<file path="config.mk">
export PLATFORM = sky130hd
export DESIGN_NAME = cylinder_mesh_index_generator
export DESIGN_NICKNAME = d
export VERILOG_FILES = /design/src/rtl/cmig_pkg.sv /design/src/rtl/cylinder_mesh_index_generator.sv /design/src/rtl/cmig_front.sv /design/src/rtl/cmig_fifo.sv /design/src/rtl/cmig_back.sv
export SDC_FILE = /design/constraint.sdc
export NUM_CORES = 1
export LEC_CHECK = 0
export BUFFER_PORTS_ARGS = -buffer_cell sky130_fd_sc_hd__clkbuf_2
export CAP_MARGIN = 10
export CORE_MARGIN = 5
export CORE_UTILIZATION = 60
export DETAILED_ROUTE_END_ITERATION = 7
export HOLD_SLACK_MARGIN = 0.03
export PLACE_DENSITY = 0.84
export SYNTH_ARGS = -nofsm -noshare
export SYNTH_HDL_FRONTEND = slang
export SYNTH_HIERARCHICAL = 1
export SYNTH_SLANG_ARGS = --single-unit
</file>
<file path="constraint.sdc">
create_clock -name clk -period 15.3 [get_ports clk]
set_input_delay 2.295 -clock clk [delete_from_list [all_inputs] [get_ports clk]]
set_output_delay 2.295 -clock clk [all_outputs]
set_load 0.005 [all_outputs]
</file>
<file path="src/rtl/cmig_pkg.sv">
`timescale 1ns / 1ps

package cmig_pkg;

  localparam int unsigned VTX_W = 13;
  localparam int unsigned CNT_W = 7;
  localparam int unsigned MAT_W = 16;

  typedef logic [VTX_W-1:0] vtx_t;
  typedef logic [MAT_W-1:0] mat_t;

  // Corner counts of the two polygon kinds.
  localparam logic [2:0] CORNERS_TRI  = 3'd3;
  localparam logic [2:0] CORNERS_QUAD = 3'd4;

  // Register indexes on the configuration port.
  localparam logic [2:0] REG_SEGMENTS      = 3'd0;
  localparam logic [2:0] REG_SECTIONS      = 3'd1;
  localparam logic [2:0] REG_CAP_RINGS     = 3'd2;
  localparam logic [2:0] REG_MATERIAL_LOW  = 3'd3;
  localparam logic [2:0] REG_MATERIAL_HIGH = 3'd4;

  typedef enum logic [1:0] {
    PH_TOP    = 2'd0,
    PH_BOTTOM = 2'd1,
    PH_SIDES  = 2'd2
  } phase_t;

  // Mesh dimensions after saturation into their legal ranges.
  typedef struct packed {
    logic [CNT_W-1:0] segs;
    logic [CNT_W-1:0] sects;
    logic [4:0]       rings;
  } dims_t;

  typedef struct packed {
    dims_t dims;
    mat_t  mat_low;
    mat_t  mat_high;
  } mesh_cfg_t;

  // One classified polygon, handed from the walker to the index unit.
  typedef struct packed {
    phase_t           phase;
    logic [CNT_W-1:0] ring;
    logic [CNT_W-1:0] seg;
    logic             seg_wrap;
    logic             band_first;
    logic             band_last;
    logic             upper;
    logic             last;
  } poly_rec_t;

endpackage

</file>
<file path="src/rtl/cylinder_mesh_index_generator.sv">
`timescale 1ns / 1ps
// An accepted request passes through the two-entry queue, the ring offset stage and the output register.
// Throughput: one polygon per cycle while out_ready holds, set by the one-step walk counters in the front end.
// The two-entry queue and the output register let either side stall on its own.
// Reset (synchronous, rst_n low) restarts the walk at polygon 0 and loads register defaults.
// Mesh constants follow a register write via the config register and the back end's constant registers.

module cylinder_mesh_index_generator import cmig_pkg::*; #(
  parameter int unsigned MAX_SEGMENTS = 64,
  parameter int unsigned MAX_SECTIONS = 64,
  parameter int unsigned MAX_RINGS    = 16
) (
  input  logic        clk,
  input  logic        rst_n,
  // Configuration port
  input  logic        psel,
  input  logic        penable,
  input  logic        pwrite,
  input  logic [4:0]  paddr,
  input  logic [31:0] pwdata,
  output logic [31:0] prdata,
  output logic        pready,
  // Request channel
  input  logic        in_valid,
  output logic        in_ready,
  input  logic        in_restart,
  // Polygon channel
  output logic        out_valid,
  input  logic        out_ready,
  output vtx_t        out_vertex_a,
  output vtx_t        out_vertex_b,
  output vtx_t        out_vertex_c,
  output vtx_t        out_vertex_d,
  output logic [2:0]  out_corner_count,
  output mat_t        out_material,
  output logic        out_last_polygon
);

  // Upper saturation limits, sized so that the widest legal parameter fits.
  localparam logic [8:0] SEG_LIM  = 9'(MAX_SEGMENTS);
  localparam logic [8:0] SECT_LIM = 9'(MAX_SECTIONS);
  localparam logic [6:0] RING_LIM = 7'(MAX_RINGS);

  logic [CNT_W-1:0] segments_r, segments_nxt;
  logic [CNT_W-1:0] sections_r, sections_nxt;
  logic [4:0]       cap_rings_r, cap_rings_nxt;
  mat_t             mat_low_r, mat_low_nxt;
  mat_t             mat_high_r, mat_high_nxt;

  logic             cfg_wr;
  logic [2:0]       cfg_idx;
  mesh_cfg_t        mesh_cfg;

  logic             rec_valid;
  poly_rec_t        rec;
  logic             fifo_full;
  logic             head_valid;
  poly_rec_t        head;
  logic             head_pop;

  // A write lands in the access phase. The low address bits are not decoded.
  assign pready  = 1'b1;
  assign cfg_wr  = psel & penable & pwrite;
  assign cfg_idx = paddr[4:2];

  always_comb begin
    segments_nxt  = segments_r;
    sections_nxt  = sections_r;
    cap_rings_nxt = cap_rings_r;
    mat_low_nxt   = mat_low_r;
    mat_high_nxt  = mat_high_r;
    if (cfg_wr) begin
      case (cfg_idx)
        REG_SEGMENTS:      segments_nxt  = pwdata[CNT_W-1:0];
        REG_SECTIONS:      sections_nxt  = pwdata[CNT_W-1:0];
        REG_CAP_RINGS:     cap_rings_nxt = pwdata[4:0];
        REG_MATERIAL_LOW:  mat_low_nxt   = pwdata[MAT_W-1:0];
        REG_MATERIAL_HIGH: mat_high_nxt  = pwdata[MAT_W-1:0];
        default: ;
      endcase
    end
  end

  always_comb begin
    case (cfg_idx)
      REG_SEGMENTS:      prdata = {25'b0, segments_r};
      REG_SECTIONS:      prdata = {25'b0, sections_r};
      REG_CAP_RINGS:     prdata = {27'b0, cap_rings_r};
      REG_MATERIAL_LOW:  prdata = {16'b0, mat_low_r};
      REG_MATERIAL_HIGH: prdata = {16'b0, mat_high_r};
      default:           prdata = '0;
    endcase
  end

  always_ff @(posedge clk) begin
    if (!rst_n) begin
      segments_r  <= 7'd8;
      sections_r  <= 7'd3;
      cap_rings_r <= 5'd2;
      mat_low_r   <= 16'd0;
      mat_high_r  <= 16'd1;
    end else begin
      segments_r  <= segments_nxt;
      sections_r  <= sections_nxt;
      cap_rings_r <= cap_rings_nxt;
      mat_low_r   <= mat_low_nxt;
      mat_high_r  <= mat_high_nxt;
    end
  end

  // Register values outside the legal ranges are saturated before use, so
  // every downstream counter and index sees a well-formed mesh.
  always_comb begin
    if (segments_r < 7'd3) begin
      mesh_cfg.dims.segs = 7'd3;
    end else if ({2'b00, segments_r} > SEG_LIM) begin
      mesh_cfg.dims.segs = SEG_LIM[CNT_W-1:0];
    end else begin
      mesh_cfg.dims.segs = segments_r;
    end
    if (sections_r < 7'd1) begin
      mesh_cfg.dims.sects = 7'd1;
    end else if ({2'b00, sections_r} > SECT_LIM) begin
      mesh_cfg.dims.sects = SECT_LIM[CNT_W-1:0];
    end else begin
      mesh_cfg.dims.sects = sections_r;
    end
    if (cap_rings_r < 5'd1) begin
      mesh_cfg.dims.rings = 5'd1;
    end else if ({2'b00, cap_rings_r} > RING_LIM) begin
      mesh_cfg.dims.rings = RING_LIM[4:0];
    end else begin
      mesh_cfg.dims.rings = cap_rings_r;
    end
    mesh_cfg.mat_low  = mat_low_r;
    mesh_cfg.mat_high = mat_high_r;
  end

  // The front end walks phase, ring and segment counters by one polygon per
  // accepted item and tags each polygon with the flags the index unit needs.
  cmig_front u_front (
    .clk        (clk),
    .rst_n      (rst_n),
    .dims       (mesh_cfg.dims),
    .in_valid   (in_valid),
    .in_restart (in_restart),
    .in_ready   (in_ready),
    .rec_valid  (rec_valid),
    .rec        (rec),
    .rec_ready  (~fifo_full)
  );

  cmig_fifo u_fifo (
    .clk        (clk),
    .rst_n      (rst_n),
    .push       (rec_valid),
    .push_data  (rec),
    .full       (fifo_full),
    .pop        (head_pop),
    .head_valid (head_valid),
    .head       (head)
  );

  // The back end forms the ring offset product in one stage and the vertex
  // sums in the next, which is also the output register.
  cmig_back u_back (
    .clk              (clk),
    .rst_n            (rst_n),
    .cfg              (mesh_cfg),
    .head_valid       (head_valid),
    .head             (head),
    .head_pop         (head_pop),
    .out_valid        (out_valid),
    .out_ready        (out_ready),
    .out_vertex_a     (out_vertex_a),
    .out_vertex_b     (out_vertex_b),
    .out_vertex_c     (out_vertex_c),
    .out_vertex_d     (out_vertex_d),
    .out_corner_count (out_corner_count),
    .out_material     (out_material),
    .out_last_polygon (out_last_polygon)
  );

endmodule

</file>
<file path="src/rtl/cmig_front.sv">
`timescale 1ns / 1ps

module cmig_front import cmig_pkg::*; (
  input  logic      clk,
  input  logic      rst_n,
  input  dims_t     dims,
  input  logic      in_valid,
  input  logic      in_restart,
  output logic      in_ready,
  output logic      rec_valid,
  output poly_rec_t rec,
  input  logic      rec_ready
);

  phase_t           phase_r, phase_nxt;
  logic [CNT_W-1:0] ring_r, ring_nxt;
  logic [CNT_W-1:0] seg_r, seg_nxt;

  logic             accept;
  logic             bad;
  phase_t           cur_phase;
  logic [CNT_W-1:0] cur_ring;
  logic [CNT_W-1:0] cur_seg;
  logic [CNT_W-1:0] ring_max;
  logic             seg_wrap;
  logic             ring_end;

  assign in_ready  = rec_ready;
  assign rec_valid = in_valid;
  assign accept    = in_valid & rec_ready;

  // A configuration change can leave the counters outside the mesh; the walk
  // then starts over just as on an explicit restart.
  always_comb begin
    bad = (seg_r >= dims.segs);
    case (phase_r)
      PH_TOP, PH_BOTTOM: bad = bad | (ring_r >= {2'b00, dims.rings});
      PH_SIDES:          bad = bad | (ring_r >= dims.sects);
      default:           bad = 1'b1;
    endcase
    if (in_restart || bad) begin
      cur_phase = PH_TOP;
      cur_ring  = '0;
      cur_seg   = '0;
    end else begin
      cur_phase = phase_r;
      cur_ring  = ring_r;
      cur_seg   = seg_r;
    end
    ring_max = (cur_phase == PH_SIDES) ? dims.sects - 7'd1
                                       : {2'b00, dims.rings} - 7'd1;
    seg_wrap = (cur_seg == dims.segs - 7'd1);
    ring_end = (cur_ring == ring_max);
  end

  always_comb begin
    phase_nxt = phase_r;
    ring_nxt  = ring_r;
    seg_nxt   = seg_r;
    if (accept) begin
      phase_nxt = cur_phase;
      ring_nxt  = cur_ring;
      seg_nxt   = cur_seg + 7'd1;
      if (seg_wrap) begin
        seg_nxt  = '0;
        ring_nxt = cur_ring + 7'd1;
        if (ring_end) begin
          ring_nxt = '0;
          case (cur_phase)
            PH_TOP:    phase_nxt = PH_BOTTOM;
            PH_BOTTOM: phase_nxt = PH_SIDES;
            default:   phase_nxt = PH_TOP;
          endcase
        end
      end
    end
  end

  always_comb begin
    rec.phase      = cur_phase;
    rec.ring       = cur_ring;
    rec.seg        = cur_seg;
    rec.seg_wrap   = seg_wrap;
    rec.band_first = (cur_ring == '0);
    rec.band_last  = (cur_ring == dims.sects - 7'd1);
    rec.upper      = (cur_ring >= (dims.sects >> 1));
    rec.last       = (cur_phase == PH_SIDES) & rec.band_last & seg_wrap;
  end

  always_ff @(posedge clk) begin
    if (!rst_n) begin
      phase_r <= PH_TOP;
      ring_r  <= '0;
      seg_r   <= '0;
    end else begin
      phase_r <= phase_nxt;
      ring_r  <= ring_nxt;
      seg_r   <= seg_nxt;
    end
  end

endmodule

</file>
<file path="src/rtl/cmig_fifo.sv">
`timescale 1ns / 1ps

module cmig_fifo import cmig_pkg::*; (
  input  logic      clk,
  input  logic      rst_n,
  input  logic      push,
  input  poly_rec_t push_data,
  output logic      full,
  input  logic      pop,
  output logic      head_valid,
  output poly_rec_t head
);

  poly_rec_t  slot_r [2];
  logic       wr_ptr_r, wr_ptr_nxt;
  logic       rd_ptr_r, rd_ptr_nxt;
  logic [1:0] count_r, count_nxt;
  logic       do_push;
  logic       do_pop;

  assign full       = (count_r == 2'd2);
  assign head_valid = (count_r != 2'd0);
  assign head       = slot_r[rd_ptr_r];
  assign do_push    = push & ~full;
  assign do_pop     = pop & head_valid;

  always_comb begin
    wr_ptr_nxt = wr_ptr_r ^ do_push;
    rd_ptr_nxt = rd_ptr_r ^ do_pop;
    count_nxt  = count_r + {1'b0, do_push} - {1'b0, do_pop};
  end

  always_ff @(posedge clk) begin
    if (do_push) begin
      slot_r[wr_ptr_r] <= push_data;
    end
  end

  always_ff @(posedge clk) begin
    if (!rst_n) begin
      wr_ptr_r <= 1'b0;
      rd_ptr_r <= 1'b0;
      count_r  <= 2'd0;
    end else begin
      wr_ptr_r <= wr_ptr_nxt;
      rd_ptr_r <= rd_ptr_nxt;
      count_r  <= count_nxt;
    end
  end

endmodule

</file>
<file path="src/rtl/cmig_back.sv">
`timescale 1ns / 1ps

module cmig_back import cmig_pkg::*; (
  input  logic      clk,
  input  logic      rst_n,
  input  mesh_cfg_t cfg,
  input  logic      head_valid,
  input  poly_rec_t head,
  output logic      head_pop,
  output logic      out_valid,
  input  logic      out_ready,
  output vtx_t      out_vertex_a,
  output vtx_t      out_vertex_b,
  output vtx_t      out_vertex_c,
  output vtx_t      out_vertex_d,
  output logic [2:0] out_corner_count,
  output mat_t      out_material,
  output logic      out_last_polygon
);

  // Mesh constants, refreshed every cycle from the configuration.
  logic [11:0] sr;
  vtx_t        bot_r, bot_nxt;
  vtx_t        mid_r, mid_nxt;
  vtx_t        top_last_r, top_last_nxt;
  vtx_t        bot_last_r, bot_last_nxt;

  // Stage one: ring offset product.
  logic             b1_valid_r, b1_valid_nxt;
  poly_rec_t        b1_rec_r;
  vtx_t             b1_prod_r;
  logic [13:0]      prod_full;

  // Stage two: output register.
  logic             ov_r, ov_nxt;
  vtx_t             va_r, vb_r, vc_r, vd_r;
  vtx_t             va_nxt, vb_nxt, vc_nxt, vd_nxt;
  logic [2:0]       cc_r, cc_nxt;
  mat_t             mat_r, mat_nxt;
  logic             last_r, last_nxt;

  logic             out_load;
  logic             b1_adv;

  vtx_t             base;
  vtx_t             first;
  vtx_t             second;
  vtx_t             seg_v;
  vtx_t             nxt_v;
  vtx_t             mid_off;
  vtx_t             src;
  vtx_t             dst;

  assign out_load = ~ov_r | out_ready;
  assign b1_adv   = ~b1_valid_r | out_load;
  assign head_pop = head_valid & b1_adv;

  assign sr           = {5'b0, cfg.dims.segs} * {7'b0, cfg.dims.rings};
  assign bot_nxt      = {1'b0, sr} + 13'd1;
  assign mid_nxt      = {bot_nxt[VTX_W-2:0], 1'b0};
  assign top_last_nxt = {1'b0, sr} - {6'b0, cfg.dims.segs} + 13'd1;
  assign bot_last_nxt = bot_nxt + top_last_nxt;

  assign prod_full = head.ring * cfg.dims.segs;

  always_comb begin
    b1_valid_nxt = b1_valid_r;
    ov_nxt       = ov_r;
    if (b1_adv) begin
      b1_valid_nxt = head_valid;
    end
    if (out_load) begin
      ov_nxt = b1_valid_r;
    end
  end

  always_comb begin
    seg_v   = {6'b0, b1_rec_r.seg};
    nxt_v   = b1_rec_r.seg_wrap ? '0 : seg_v + 13'd1;
    base    = b1_prod_r + 13'd1;
    first   = base + seg_v;
    second  = b1_rec_r.seg_wrap ? base : first + 13'd1;
    mid_off = mid_r + b1_prod_r;
    src     = b1_rec_r.band_first ? bot_last_r : mid_off - {6'b0, cfg.dims.segs};
    dst     = b1_rec_r.band_last ? top_last_r : mid_off;

    va_nxt   = '0;
    vb_nxt   = '0;
    vc_nxt   = '0;
    vd_nxt   = '0;
    cc_nxt   = CORNERS_TRI;
    mat_nxt  = cfg.mat_high;
    last_nxt = 1'b0;
    case (b1_rec_r.phase)
      PH_TOP: begin
        // The top cap is seen from outside, so its winding is reversed.
        va_nxt = second;
        vb_nxt = first;
      end
      PH_BOTTOM: begin
        va_nxt  = bot_r + first;
        vb_nxt  = bot_r + second;
        vc_nxt  = bot_r;
        mat_nxt = cfg.mat_low;
      end
      default: begin
        va_nxt   = src + nxt_v;
        vb_nxt   = src + seg_v;
        vc_nxt   = dst + seg_v;
        vd_nxt   = dst + nxt_v;
        cc_nxt   = CORNERS_QUAD;
        mat_nxt  = b1_rec_r.upper ? cfg.mat_high : cfg.mat_low;
        last_nxt = b1_rec_r.last;
      end
    endcase
  end

  always_ff @(posedge clk) begin
    bot_r      <= bot_nxt;
    mid_r      <= mid_nxt;
    top_last_r <= top_last_nxt;
    bot_last_r <= bot_last_nxt;
    if (head_pop) begin
      b1_rec_r  <= head;
      b1_prod_r <= prod_full[VTX_W-1:0];
    end
    if (out_load && b1_valid_r) begin
      va_r   <= va_nxt;
      vb_r   <= vb_nxt;
      vc_r   <= vc_nxt;
      vd_r   <= vd_nxt;
      cc_r   <= cc_nxt;
      mat_r  <= mat_nxt;
      last_r <= last_nxt;
    end
  end

  always_ff @(posedge clk) begin
    if (!rst_n) begin
      b1_valid_r <= 1'b0;
      ov_r       <= 1'b0;
    end else begin
      b1_valid_r <= b1_valid_nxt;
      ov_r       <= ov_nxt;
    end
  end

  assign out_valid        = ov_r;
  assign out_vertex_a     = va_r;
  assign out_vertex_b     = vb_r;
  assign out_vertex_c     = vc_r;
  assign out_vertex_d     = vd_r;
  assign out_corner_count = cc_r;
  assign out_material     = mat_r;
  assign out_last_polygon = last_r;

endmodule

</file>
# ---- Word level (Yosys, flattened, before mapping)
# Memories as Yosys holds them, arrays and structs flattened. A register that Yosys moved wholly into a read port is not among the register bits.
# Cells that the tools add are included.
dict set report classes {
  add_sub_neg 23
  multipliers 2
  div_mod_pow 0
  n_lt_le_gt_ge 10
  eq_ne 13
  n_shift 0
  muxes 31
  bitwise 16
  n_reduce_logical 15
}
# cell n
set ops {}
lappend ops {{one-hot mux 16 bit (5 select lines)} 1}
lappend ops {{adder 13 bit} 6}
lappend ops {{one-hot mux 13 bit (2 select lines)} 3}
lappend ops {{two-way mux 7 bit} 10}
lappend ops {{two-way mux 13 bit} 4}
lappend ops {{adder 13 x 1 -> 13 bit (second input constant)} 3}
lappend ops {{adder 13 x 7 -> 13 bit} 3}
lappend ops {{one-hot mux 16 bit (2 select lines)} 1}
lappend ops {{== test 7 bit} 3}
lappend ops {{two-way mux 16 bit} 1}
lappend ops {{adder 7 x 1 -> 7 bit (second input constant)} 2}
lappend ops {{greater-or-equal comparator 7 bit} 2}
lappend ops {{greater-than comparator 7 bit (second input constant)} 2}
lappend ops {{subtractor 7 x 1 -> 7 bit (second input constant)} 2}
lappend ops {{adder 12 x 1 -> 13 bit (second input constant)} 1}
lappend ops {{multiplier 7 x 7 -> 13 bit} 1}
lappend ops {{subtractor 12 x 7 -> 13 bit} 1}
lappend ops {{subtractor 13 x 7 -> 13 bit} 1}
lappend ops {{multiplier 7 x 5 -> 12 bit} 1}
lappend ops {{two-way mux 5 bit} 2}
lappend ops {{AND reduction 2 bit} 5}
lappend ops {{adder 7 x 1 -> 8 bit (second input constant)} 1}
lappend ops {{AND 1 bit} 7}
lappend ops {{greater-or-equal comparator 7 x 5 -> 1 bit} 1}
lappend ops {{28 further kinds} 46}
dict set report word_totals {
  reg_bits 223
  latch_bits 0
  ram_bits 42
  romBits 0
  inputBits 45
  out_inout_bits 107
  word_cells 143
  memories 1
}
# name words word_bits read_ports rd_ports_with_merged_regs wr line
set mem_list {}
lappend mem_list {u_fifo.slot_r 2 21 1 1 1 cmig_fifo.sv:14} ;# poly_rec_t slot_r [2];

# ---- Logic depth before layout (Yosys ltp)
# Gate-level depths: netlist of the first run.
dict set report depth {
  depth_word 13
  mapped_depth 29
  ltp_nobuf 28
}

# ---- Hierarchy
# The synthesis of the first run kept the hierarchy.
# module n_inst cells_per_inst area_per_inst_um2 seq_area_each_um2
set by_module_without_submodules {}
lappend by_module_without_submodules {cmig_back 1 1403 13122.6 3763.6}
lappend by_module_without_submodules {cylinder_mesh_index_generator 1 286 2613.8 1021.0}
lappend by_module_without_submodules {cmig_front 1 350 2595.0 320.3}
lappend by_module_without_submodules {cmig_fifo 1 90 1779.2 1361.3}

# ---- Worst setup path before layout of the first run
# OpenSTA, ideal clock, no wires.
dict set report synth_path {
  kind {flip-flop to flip-flop}
  from {register segments_r[2]}
  to {register u_back.bot_last_r[12]}
  setup_ns 0.130
  arrival_time_ns 6.390
  required_time_ns 15.170
  setup_slack_ns 8.781
  path_stages_with_launch 28
  path_buffers 1
  cell_sequence {dfxtp_1 nor4_1 nor2_1 nor2_1 clkbuf_1 nand2_1 fa_1 fa_1 fa_1 inv_1 ha_1 a21o_1 a21oi_1 xnor2_1 ha_1 ha_1 a21oi_1 inv_1 a21oi_1 o21bai_1 xnor2_1 ha_1 nand3_1 a21oi_1 o31a_1 o21a_1 nor2_1 xnor3_1}
}
# item line
set synth_lines {}
lappend synth_lines {{start: declaration} cylinder_mesh_index_generator.sv:44} ;# logic [CNT_W-1:0] segments_r, segments_nxt;
lappend synth_lines {{start signal: assignment} cylinder_mesh_index_generator.sv:103} ;# segments_r <= segments_nxt;
lappend synth_lines {{end signal: assignment} cmig_back.sv:122} ;# bot_last_r <= bot_last_nxt;
lappend synth_lines {{end: declaration} cmig_back.sv:26} ;# vtx_t bot_last_r, bot_last_nxt;

==> reports/qor.yml, run 1 <==
outcome: "complete, no violations"
dr.pass1.iters: 5
irDropWorstVdd_v: 0.000147
start_util: 0.604
cts_tree: "yes"
finalCritPeriodShare: 0.448
p_leak_uw: 0.00932
clk_pin_slew_ns: 0.06
io_buffers: 116
ys_ff_latch: 253
netlist_area_sq_um: 20100
powerDensity_nw_per_um2: 178
layout-drive-gt1-share: 0.116
hold_slack_ns: 0.477
maxCapViolations: 0
ioPinCount: 152
grt_pass1_wl_mm: 77.1
synth_cell_types: 98
crit_arrival_ns: 7.29
setup_viol: 0
antenna_found_initial: 0
fin_cells: 2674
place_inst: 2624
slew_headroom: 0.157
grt_max_degree: 91
cts_hold_buffers: 0
synth-async-reset-ratio: 0
fin_crit_ns: 6.85
die_x_microns: 193
fillers: 2655
yosys_warnings: 6
die-area_sq_um: 37300
vias: 15781
maxSlewViolCount: 0
avgSynthCellArea_sq_um: 9.45
hold_viol_final: 0
insertion_delay_ns: 0.55
wl_mm: 47.4
required_ns: 15.73
critPathCaptureType: "flip-flop"
std_cell_rows: 67
syn_inst: 2129
clock.fmax_mhz: 146
yosysMostFrequentCell: "nand2_1"
synth-edff-count: 140
root_buffer: "clkbuf_16"
rsz0062_at_grt: "false"
area_growth_pct: 8.27
yosysTopAreaCell: "edfxtp_1"
finalSetupTns_ns: 0
antenna_left: 0
die_y_microns: 193
start_kind: "flip-flop"
ys_top_cells_by_area: "edfxtp_1 21%, ha_1 12%, dfxtp_1 11%"
place.gp.congestion: 0.996
drc: 0
wl_per_cell_microns: 17.7
synth_flop_cell: "edfxtp_1"
layout.nets: 2497
drt-vias-per-instance: 5.90
place.detailed.hpwl_mm: 36.3
tightest_slew_ns: 1.26
seq_area_frac_synth: 0.322
numCtsBuffers: 27
clockBufferDepth: 3
htreeDepth: 1
ctsResizeCount: 0
worstHoldPathType: "flip-flop to flip-flop"
diodes: 0
cts_sinks: 253
finClkSkew_ns: 0.0200
critPathKind: "flip-flop to flip-flop"
ys_top_cells_by_count: "212 x nand2_1, 199 x ha_1, 143 x nor2_1"
grt_pass1_vias: 15431
overflow: 0
coreArea_sq_um: 33300
first_iter_violations: 1022
grtUsageTotal: 0.252
yosys.area.top_type_share: 0.209
worst-path-max-fanout: 15
post_cts.repair.setup_buffers: 0
==> sequential cells by signal (all words and copies together), names as in the netlist, 13 cells and up, named ones only <==
signal	count
u_back/out_vertex_b	13
u_back/b1_rec_r	14
u_fifo/slot_r	42
mat_high_r	16
u_back/out_vertex_d	13
u_back/out_material	16
u_back/bot_last_r	13
u_back/top_last_r	13
u_back/bot_r	13
u_back/b1_prod_r	13
u_back/out_vertex_c	13
mat_low_r	16
u_back/out_vertex_a	13
==> path summary, 6_finish.rpt <==
check,from,end,slack [ns],cells after the start
min reg2reg,mat_high_r[9]$_SDFFE_PN0P_,mat_high_r[9]$_SDFFE_PN0P_,0.48,2
min,mat_high_r[9]$_SDFFE_PN0P_,mat_high_r[9]$_SDFFE_PN0P_,0.48,2
max reg2reg,cap_rings_r[4]$_SDFFE_PN0P_,u_back/bot_last_r[12]$_DFF_P_,8.45,24
max,cap_rings_r[4]$_SDFFE_PN0P_,u_back/bot_last_r[12]$_DFF_P_,8.45,24
==> worst max-delay path: stages (launching register included) <==
cell and delay (ns):
dfxtp_1 0.47, nor2b_1 0.74, nand2_1 0.16, fa_1 0.50
fa_1 0.53, fa_1 0.55, inv_1 0.04, ha_1 0.32
xor2_1 0.30, ha_1 0.30, ha_1 0.34, a21oi_1 0.24
o21bai_1 0.10, a21oi_1 0.23, inv_1 0.08, a21oi_1 0.18
o21bai_1 0.11, xnor2_1 0.28, ha_1 0.35, nand3_1 0.10
a21oi_1 0.05, o31a_1 0.31, o21a_1 0.17, nor2_1 0.09
xnor3_1 0.22
==> cell type report <==
class	count	area [sq um]	area share
multi-input cells	1656	12600	0.581
clock buffers	33	739	0.0340
well taps	448	561	0.0257
inverters	135	507	0.0233
flip-flops and latches	253	6470	0.297
repair buffers	132	701	0.0322
clock inverters	17	158	0.00724
==> cell families (layout without fill, tap and decap cells) <==
logic type                 count (synthesis)  count (layout)  synth area share
buffers and inverters                    235             317            0.0533
xor gates and xnor gates                 180             180            0.0811
other                                      3              18          0.000560
AOI/OAI and AO/OA                        413             413             0.138
adders and majority gates                247             247             0.172
muxes                                    129             129            0.0671
DFF                                      253             253             0.322
and+or+nand+nor                          669             669             0.166
==> through the flow <==
stage               power, uW   util  area, sq um  setup WS [ns]
floorplan                2700      -        20200           8.78
global placement         3120  0.627        20900           8.66
detailed placement       3190  0.627        20900           8.48
CTS                      3860  0.654        21800           8.48
global route             4180  0.654        21800           8.06
finish                   3870  0.654        21800           8.45
==> power breakdown <==
| group | total [uW] | switching [uW] | internal [uW] |
|---|---|---|---|
| registers | 1040 | 110 | 928 |
| clock network | 652 | 271 | 381 |
| logic | 2180 | 1280 | 901 |
==> layout by cell type, fill, tap and decap left out, types with 12 or more instances in the layout <==
| cell type | synthesis | final |
|---|---|---|
| o21a_1 | 25 | 25 |
| nand2b_1 | 22 | 22 |
| and2_1 | 68 | 68 |
| a211oi_1 | 17 | 17 |
| mux2i_1 | 82 | 82 |
| inv_1 | 134 | 134 |
| a21o_1 | 35 | 35 |
| nor3b_1 | 13 | 13 |
| nand4_1 | 14 | 14 |
| clkbuf_16 | 0 | 28 |
| nand3_1 | 41 | 41 |
| nand2_1 | 212 | 212 |
| buf_4 | 26 | 16 |
| o21bai_1 | 12 | 12 |
| xor2_1 | 57 | 57 |
| fa_1 | 48 | 48 |
| xnor2_1 | 119 | 119 |
| nor3_1 | 34 | 34 |
| conb_1 | 3 | 18 |
| dfxtp_1 | 113 | 113 |
| nor2_1 | 143 | 143 |
| edfxtp_1 | 140 | 140 |
| o31ai_1 | 15 | 15 |
| mux2_2 | 47 | 47 |
| a22o_1 | 12 | 12 |
| o21ai_0 | 80 | 80 |
| ha_1 | 199 | 199 |
| clkbuf_2 | 0 | 116 |
| a21oi_1 | 110 | 109 |
| nor2b_1 | 47 | 46 |
==> per-layer routing <==
metal	global-route usage	routed length, microns	vias up
li1	-	-	7651
met1	0.317	19500	7413
met2	0.438	22600	580
met3	0.0306	2830	137
met4	0.111	2440	0
met5	0	0	-
Note: power is estimated with default switching activity, not from simulation.
==> run 2: changes to the inputs <==
==> constraint.sdc (replaced) <==
create_clock -name clk -period 6.5 [get_ports clk]
set_input_delay 0.975 -clock clk [delete_from_list [all_inputs] [get_ports clk]]
set_output_delay 0.975 -clock clk [all_outputs]
set_load 0.005 [all_outputs]
==> run 2 against run 1 <==
Cell area grew 1.0%. Hold slack is essentially flat. Cell count grew 0.52%. Count of clock-buffer cells in the layout grew 7. Critical endpoint unchanged. Routed wire length grew 3.6%. Register-to-register slack lost 8.2 ns. Non-clock buffer count grew 15. Global-route usage grew 0.76 points. Largest cell class unchanged. Sequential power grew 130%. Maximum frequency grew 10%.
==> reports/qor.yml, run 2 (synthesized netlist as in run 1, its figures left out) <==
outcome: "complete, no violations"
root_buffer: "clkbuf_16"
layout.nets: 2512  # +0.60%
tightest_slew_ns: 1.16  # -0.0995 ns
layout-drive-gt1-share: 0.129  # +0.0136
antenna_found_initial: 0  # unchanged
crit_arrival_ns: 6.64  # -0.65 ns
final_common_cell: "nand2_1"
finalCritPeriodShare: 0.957  # +0.509
cts_tree: "yes"
cts_hold_buffers: 0  # unchanged
p_leak_uw: 0.00944  # +1.3%
irDropWorstVdd_v: 0.000289  # +96%
die_x_microns: 193  # unchanged
place.gp.congestion: 0.994  # -0.17%
start_kind: "flip-flop"
path_buf_inv: 2  # unchanged
min_from: "mat_low_r[12]$_SDFFE_PN0P_"
worst-path-max-fanout: 4  # -11
total_power_uw: 9130  # +140%
maxCapViolations: 0  # unchanged
crit_start: "segments_r[5]$_SDFFE_PN0P_"
finClkSkew_ns: 0.0165  # -0.00353 ns
critPathTopFamily: "adder cells"
ioPinCount: 152  # unchanged
setup_viol: 0  # unchanged
maxSlewViolCount: 0  # unchanged
diodes: 0  # unchanged
die_y_microns: 193  # unchanged
clk_pin_slew_ns: 0.06  # about the same
worstHoldPathType: "flip-flop to flip-flop"
grtUsageTotal: 0.260  # +0.00759
htreeDepth: 1  # unchanged
place.detailed.hpwl_mm: 37.6  # +3.6%
r2r_start: "segments_r[5]$_SDFFE_PN0P_"
hold_viol_final: 0  # unchanged
critPathCaptureType: "flip-flop"
numCtsBuffers: 27  # unchanged
grt_pass1_wl_mm: 79.6  # +3.4%
wl_per_cell_microns: 18.3  # +3.0%
vias: 16247  # +3.0%
fillers: 2591  # -2.4%
io_buffers: 116  # unchanged
overflow: 0  # unchanged
critPathKind: "flip-flop to flip-flop"
cpPeakStageDelay_ns: 0.58  # -0.16 ns
insertion_delay_ns: 0.54  # about the same
hold_slack_ns: 0.477  # -0.000191 ns
std_cell_rows: 67  # unchanged
largest_register_ffs: 42  # unchanged
drc: 0  # unchanged
powerDensity_nw_per_um2: 415  # +130%
crit_top_cell: "ha_1"
antenna_left: 0  # unchanged
wl_mm: 49.1  # +3.6%
first_iter_violations: 1027  # +0.49%
fin_crit_ns: 6.22  # -0.631 ns
start_util: 0.604  # unchanged
clockBufferDepth: 3  # unchanged
drt-vias-per-instance: 6.04  # +2.4%
slew_headroom: 0.227  # +0.0700
die-area_sq_um: 37300  # unchanged
grt_max_degree: 91  # unchanged
coreArea_sq_um: 33300  # unchanged
slowest_stage: "fa_1"
area_growth_pct: 9.41
regMostFlops: "u_fifo/slot_r"
dr.pass1.iters: 8  # +3
clock.fmax_mhz: 161  # +10%
most-common-layout-cells: "212 x nand2_1, 195 x ha_1, 141 x nor2_1"
grt_pass1_vias: 16194  # +4.9%
cts_sinks: 253  # unchanged
required_ns: 6.92  # -8.81 ns
run 2: cell types whose count changed in the layout (fill, tap and decap cells not counted), sizes merged:
cell      before  now
clkinv         8    4
bufinv         2    0
buf           16   31
clkinvlp       2    0
clkbuf       149  156
run 2: report_power, final:
| part | switching (uW) | total (uW) | internal (uW) |
|---|---|---|---|
| Sequential | 245 | 2430 | 2180 |
| Clock | 620 | 1490 | 870 |
| Combinational | 3070 | 5210 | 2140 |
run 2: timing repair:
action,in CTS,in global routing
resized for setup,0,19
hold endpoints to repair,0,0
endpoints found under the setup margin,0,2
buffers inserted,0,4
run 2: per-layer routing:
layer / up-vias / track usage / routed length [microns]
li1: 7685 / - / -
met1: 7723 / 0.320 / 19700
met2: 678 / 0.455 / 23800
met3: 161 / 0.0333 / 3120
met4: 0 / 0.118 / 2500
met5: - / 0 / 0
run 2: worst register-to-register path, stage by stage, from the launching register on:
cell	delay, ns
dfxtp_1	0.35
nor4_4	0.32
nor2_1	0.08
nor2_2	0.15
nand2_1	0.10
fa_1	0.58
fa_1	0.44
fa_1	0.54
inv_1	0.04
ha_1	0.34
xor2_1	0.20
ha_1	0.27
ha_1	0.35
a21oi_2	0.21
o21bai_1	0.10
a21oi_2	0.17
inv_1	0.06
a21oi_1	0.19
o21bai_2	0.11
xnor2_2	0.16
ha_1	0.36
nand3_1	0.11
a21oi_1	0.06
o31a_1	0.31
o21a_1	0.17
nor2_1	0.10
xnor3_1	0.23
run 2: area by class of cell:
class | instances | area [sq um] | area share
Tap cell | 448 | 561 | 0.0255
Clock inverter | 9 | 65.1 | 0.00296
Multi-Input combinational cell | 1656 | 12800 | 0.581
Inverter | 135 | 507 | 0.0230
Timing Repair Buffer | 147 | 813 | 0.0370
Sequential cell | 253 | 6470 | 0.294
Clock buffer | 40 | 811 | 0.0368
run 2: path summary, 6_finish.rpt:
path | endpoint | cells after the start | slack (ns)
min reg2reg | mat_low_r[12]$_SDFFE_PN0P_ | 2 | 0.48
max | u_back/bot_last_r[12]$_DFF_P_ | 26 | 0.28
max reg2reg | u_back/bot_last_r[12]$_DFF_P_ | 26 | 0.28
min | mat_low_r[12]$_SDFFE_PN0P_ | 2 | 0.48
run 2: through the flow:
step | cells | setup slack [ns] | area, sq um | utilization | setup TNS [ns]
final | 2688 | 0.277 | 22000 | 0.661 | 0
after global routing | 2688 | -0.133 | 22000 | 0.661 | -0.189
after CTS | 2684 | 0.0227 | 21800 | 0.656 | 0
after detailed placement | 2635 | 0.0317 | 21000 | 0.630 | 0
after global placement | 2635 | 0.183 | 21000 | 0.630 | 0
after floorplan | 2144 | 0.0780 | 20200 | - | 0
